**src/hdl/tpn_pkg.sv**
```systemverilog
package tpn_pkg;

  localparam int CFG_IDX_W  = 8;
  localparam int CFG_DATA_W = 17;

  localparam logic [CFG_IDX_W-1:0] CFG_NOISE_TYPE   = 8'd0;
  localparam logic [CFG_IDX_W-1:0] CFG_TABLE_LENGTH = 8'd1;

  localparam logic [2:0] NT_OFF          = 3'd0;
  localparam logic [2:0] NT_WHITE_MONO   = 3'd1;
  localparam logic [2:0] NT_PINK_MONO    = 3'd2;
  localparam logic [2:0] NT_WHITE_STEREO = 3'd3;
  localparam logic [2:0] NT_PINK_STEREO  = 3'd4;

  localparam logic [1:0] KIND_OFF   = 2'd0;
  localparam logic [1:0] KIND_WHITE = 2'd1;
  localparam logic [1:0] KIND_PINK  = 2'd2;

  localparam int OFIFO_DEPTH = 8;
  localparam int OFIFO_AW    = $clog2(OFIFO_DEPTH);
  localparam int OFIFO_CW    = $clog2(OFIFO_DEPTH + 1);

  localparam int POLES = 7;

  // Q0.23 filter coefficients
  localparam logic signed [23:0] POLE_DECAY [6] = '{
    24'sd8379045, 24'sd8332572, 24'sd8128561, 24'sd7268729, 24'sd4613734, -24'sd6388764
  };
  localparam logic signed [23:0] POLE_GAIN [POLES] = '{
    24'sd465718, 24'sd629782, 24'sd1290604, 24'sd2604542, 24'sd4470727, -24'sd141751,
    24'sd972458
  };
  localparam logic signed [23:0] DIRECT_GAIN = 24'sd4497972;

  typedef struct packed {
    logic       vld;
    logic [1:0] kind;
    logic       stereo;
  } tpn_ctrl_t;

  typedef struct packed {
    logic signed [23:0] right;
    logic signed [23:0] left;
  } tpn_res_t;

  function automatic logic signed [31:0] rnd_sat_q23(input logic signed [57:0] acc);
    logic signed [57:0] t;
    t = (acc + 58'sd4194304) >>> 23;
    if (t > 58'sd2147483647) begin
      return 32'sh7fffffff;
    end else if (t < -58'sd2147483648) begin
      return 32'sh80000000;
    end else begin
      return t[31:0];
    end
  endfunction

  function automatic logic signed [23:0] rnd_sat_q15(input logic signed [34:0] s);
    logic signed [34:0] t;
    t = (s + 35'sd128) >>> 8;
    if (t > 35'sd8388607) begin
      return 24'sh7fffff;
    end else if (t < -35'sd8388608) begin
      return 24'sh800000;
    end else begin
      return t[23:0];
    end
  endfunction

endpackage

```
**src/hdl/tpn_out_fifo.sv**
```systemverilog
module tpn_out_fifo (
  input  logic               clk,
  input  logic               rst_n,
  input  logic               push,
  input  tpn_pkg::tpn_res_t  push_data,
  input  logic               pop,
  output logic               valid,
  output tpn_pkg::tpn_res_t  data
);

  tpn_pkg::tpn_res_t               buf_r [tpn_pkg::OFIFO_DEPTH];
  logic [tpn_pkg::OFIFO_AW-1:0]    wr_ptr_r;
  logic [tpn_pkg::OFIFO_AW-1:0]    rd_ptr_r;
  logic [tpn_pkg::OFIFO_CW-1:0]    count_r;

  always_ff @(posedge clk) begin
    if (push) begin
      buf_r[wr_ptr_r] <= push_data;
    end
  end

  always_ff @(posedge clk) begin
    if (!rst_n) begin
      wr_ptr_r <= '0;
      rd_ptr_r <= '0;
      count_r  <= '0;
    end else begin
      if (push) begin
        wr_ptr_r <= wr_ptr_r + 1'b1;
      end
      if (pop) begin
        rd_ptr_r <= rd_ptr_r + 1'b1;
      end
      if (push && !pop) begin
        count_r <= count_r + 1'b1;
      end else if (pop && !push) begin
        count_r <= count_r - 1'b1;
      end
    end
  end

  assign valid = (count_r != '0);
  assign data  = buf_r[rd_ptr_r];

  assert property (@(posedge clk) disable iff (!rst_n)
    push |-> (count_r != tpn_pkg::OFIFO_CW'(tpn_pkg::OFIFO_DEPTH) || pop))
    else $error("result queue overflow");

endmodule

```
**config.mk**
```make
export PLATFORM = sky130hd
export DESIGN_NAME = tpn_out_fifo
export DESIGN_NICKNAME = d
export VERILOG_FILES = /design/src/hdl/tpn_pkg.sv /design/src/hdl/tpn_out_fifo.sv
export SDC_FILE = /design/constraint.sdc
export NUM_CORES = 1
export LEC_CHECK = 0
export BUFFER_PORTS_ARGS = -buffer_cell sky130_fd_sc_hd__buf_2
export CORE_ASPECT_RATIO = 0.8
export CORE_UTILIZATION = 35
export DETAILED_ROUTE_END_ITERATION = 8
export GPL_TIMING_DRIVEN = 0
export PLACE_DENSITY = 0.49
export SLEW_MARGIN = 20
export SYNTH_ARGS = -nofsm -noshare
export SYNTH_HDL_FRONTEND = slang
export SYNTH_SLANG_ARGS = --single-unit
```
**constraint.sdc**
```tcl
create_clock -name clk -period 9.9 [get_ports clk]
set_input_delay 0.495 -clock clk [delete_from_list [all_inputs] [get_ports clk]]
set_output_delay 0.495 -clock clk [all_outputs]
set_load 0.01 [all_outputs]
```
==> impl_metrics.toml <==
[synth]
syn_inst = 623
yosys_warnings = 0
synth.distinct_cells = 28
syn-cell-area_um2 = 15230
syn-mean-instance-area_um2 = 24.45
ys_ff_latch = 397
syn_nets = 681
seq_area_frac_synth_pct = 77.40

[floorplan]
ios = 101
die_x_um = 235.3
fp.dieH_um = 188.6
coreArea_um2 = 42420
dieArea_um2 = 44370
initial_core_util_pct = 35.91
num_rows = 67

[setup_path]
worst_r2r_endpoint = "buf_r[4][44]"
critPathMaxFanout = 10
r2r_slack_ps = 7710
cpPeakStageDelay_ps = 400
r2r-start = "wr_ptr_r[2]"
crit_chain = "clkbuf_1, buf_2, buf_2, mux4_2, mux2_4, buf_2"
cp_common_cell = "buf_2"
setup.worst_path.end_class = "primary output"
cpMaxStageDelayCell = "buf_2"
crit_type = "flop to primary output"
ff2ff_path_depth = 5
cp-start-kind = "flop"
crit_required_ps = 9410
arrival_ps = 2690

[timing]
setup_viol = 0
min_period_ps = 3188
hold_slack_ps = 233.9
grt_setup_unrepaired = "no"
fmax_ghz = 0.3137
finalClockSkew_ps = 7.029
fin_crit_sh_pct = 32.20
hold_viol = 0
worst_slew_pin_slew_ps = 1105
maxSlewViolCount = 0
fin_setup_tns_ps = 0
slew-limit-headroom_pct = 26.32

[clocking]
path_clk_slew_ps = 60
cts_hold_buffers = 0
cts_setup_buffers = 0
clock_latency_ps = 520
root_buffer = "clkbuf_16"
cts_tree = "yes"
cts_made_buffers = 40
ctsResizeCount = 0
clockBufferDepth = 3
clock-sinks = 397
h-tree-depth = 2

[drt]
routedWlPerCell_um = 24.23
drt-pass1-iter-count = 4
initialDrtViolationCount = 327
via_count = 6861
drc_errors = 0
viasPerCell = 4.986
drt_wl_total_mm = 33.34
antenna_left = 0

[placed_design]
dpl-instance-area_um2 = 16950
dp_hpwl_mm = 21.37
port_buffers = 100
gp_congestion = 0.7012
placed_cells = 1305

[grt]
grt_first_pass_wirelength_mm = 49.64
grt_max_degree = 19
grtUsageTotal_pct = 15.44
gr-total-overflow = 0
grt_pass1_vias = 7602
antenna_found_initial = 4

[final_layout]
area_growth_syn_to_layout_pct = 18.87
nets = 853
final_area_um2 = 18110
fin_cells = 1376
drive_gt1_share_pct = 42.28

[pwr]
leakagePower_nw = 5.914
powerDensity_nw_per_um2 = 200.0
irDropWorstVdd_mv = 0.1171

[run_status]
status = "finished clean"

[min_path]
min_path_type = "input pin to flop"
hold_start = "push_data[42]"
holdPathEnd = "buf_r[0][42]"
min_path_cells = 1

[flow_run]
cap_violations = 0
[placed cells by master (no fill, tap or decap), drive strengths merged]
cell / n
mux2i: 4
buf: 148
diode: 1
nand2: 6
xor2: 2
o21ai: 1
a211oi: 1
nor2b: 3
mux2: 48
ha: 5
nand3: 1
a21oi: 1
dfxtp: 13
or4: 1
inv: 2
fa: 1
nand2b: 4
a31oi: 1
nor3: 2
clkbuf: 65
nor2: 7
edfxtp: 384
and2: 7
mux4: 96
clkinv: 16
xnor2: 4
[stage by stage]
step / total power, mW / setup WS [ps] / util [%]
final: 3.621 / 6712 / 42.69
after floorplan: 2.164 / 5519 / -
after global placement: 2.288 / 1042 / 38.72
after global routing: 3.767 / 6541 / 42.69
after detailed placement: 2.312 / 7191 / 39.96
after CTS: 3.673 / 6611 / 42.68
[cells in the mapped netlist]
master | n | share of area, %
mux2_4 | 40 | 3.9
o21ai_0 | 1 | 0.033
inv_1 | 2 | 0.049
nand3_1 | 1 | 0.033
a21oi_1 | 1 | 0.033
nand2_1 | 6 | 0.15
nor2_1 | 7 | 0.17
buf_2 | 12 | 0.39
mux2i_1 | 4 | 0.26
fa_1 | 1 | 0.13
or4_1 | 1 | 0.049
xor2_1 | 2 | 0.12
xnor2_1 | 4 | 0.23
a211oi_1 | 1 | 0.049
nor2b_1 | 3 | 0.12
buf_6 | 1 | 0.074
mux4_2 | 93 | 14
a31oi_1 | 1 | 0.041
mux2_2 | 8 | 0.59
edfxtp_1 | 384 | 76
nand2b_1 | 4 | 0.16
nor3_1 | 2 | 0.066
and2_1 | 7 | 0.29
dfxtp_1 | 13 | 1.7
ha_1 | 5 | 0.41
clkbuf_1 | 11 | 0.27
mux4_1 | 3 | 0.52
buf_12 | 5 | 0.66
[registers in the layout (all words and copies together) (netlist names), named ones only]
signal / flops
buf_r: 384
count_r: 4
rd_ptr_r: 3
wr_ptr_r: 3
[cell families after synthesis]
group | after synthesis | share of synthesized area, %
AO/OA/AOI/OAI | 4 | 0.1560
XOR/XNOR | 6 | 0.3450
adder cells (fa/ha/maj) | 6 | 0.5421
buffers and inverters | 31 | 1.446
flip-flops | 397 | 77.40
multiplexers | 148 | 19.06
AND/OR/NAND/NOR | 31 | 1.043
[where the power goes]
part	internal, mW	total [mW]	leakage, nW	switching [mW]
logic	0.183	0.363	1.75	0.180
registers	1.89	1.90	3.60	0.0134
clock network	0.765	1.36	0.570	0.591
total	2.84	3.62	5.91	0.784
[per-layer routing]
metal | global-route usage [%] | vias to the layer above | wire length [um]
met1 | 19.21 | 3648 | 13580
met4 | 3.896 | 6 | 603
met3 | 3.677 | 49 | 1972
met5 | 0 | - | 33
li1 | - | 2990 | -
met2 | 27.13 | 168 | 17140
[layout make-up]
class	count	area, um^2
diodes	1	2.502
clock buffers	54	1085
plain buffers	29	214.0
inverters	2	7.507
flip-flops and latches	397	11790
well taps	552	690.7
repair buffers	130	969.7
multi-input cells	195	3277
clock inverters	16	70.07
fillers	3636	24310
[worst max-delay path: cells and delay by family (launching register included)]
| family | cells | cell delay [ps] |
|---|---|---|
| buf+inv | 4 | 1200 |
| flops | 1 | 310 |
| mux | 2 | 660 |
[worst max-delay path by stage]
stage          start            to
3_3_place_gp    push  buf_r[4][33]
2_1_floorplan   push   buf_r[0][0]
4_1_cts         flop       data[8]
5_1_grt         flop      data[19]
6_report        flop      data[19]
3_5_place_dp    flop       data[8]
Power figures use the tool's default switching activity.
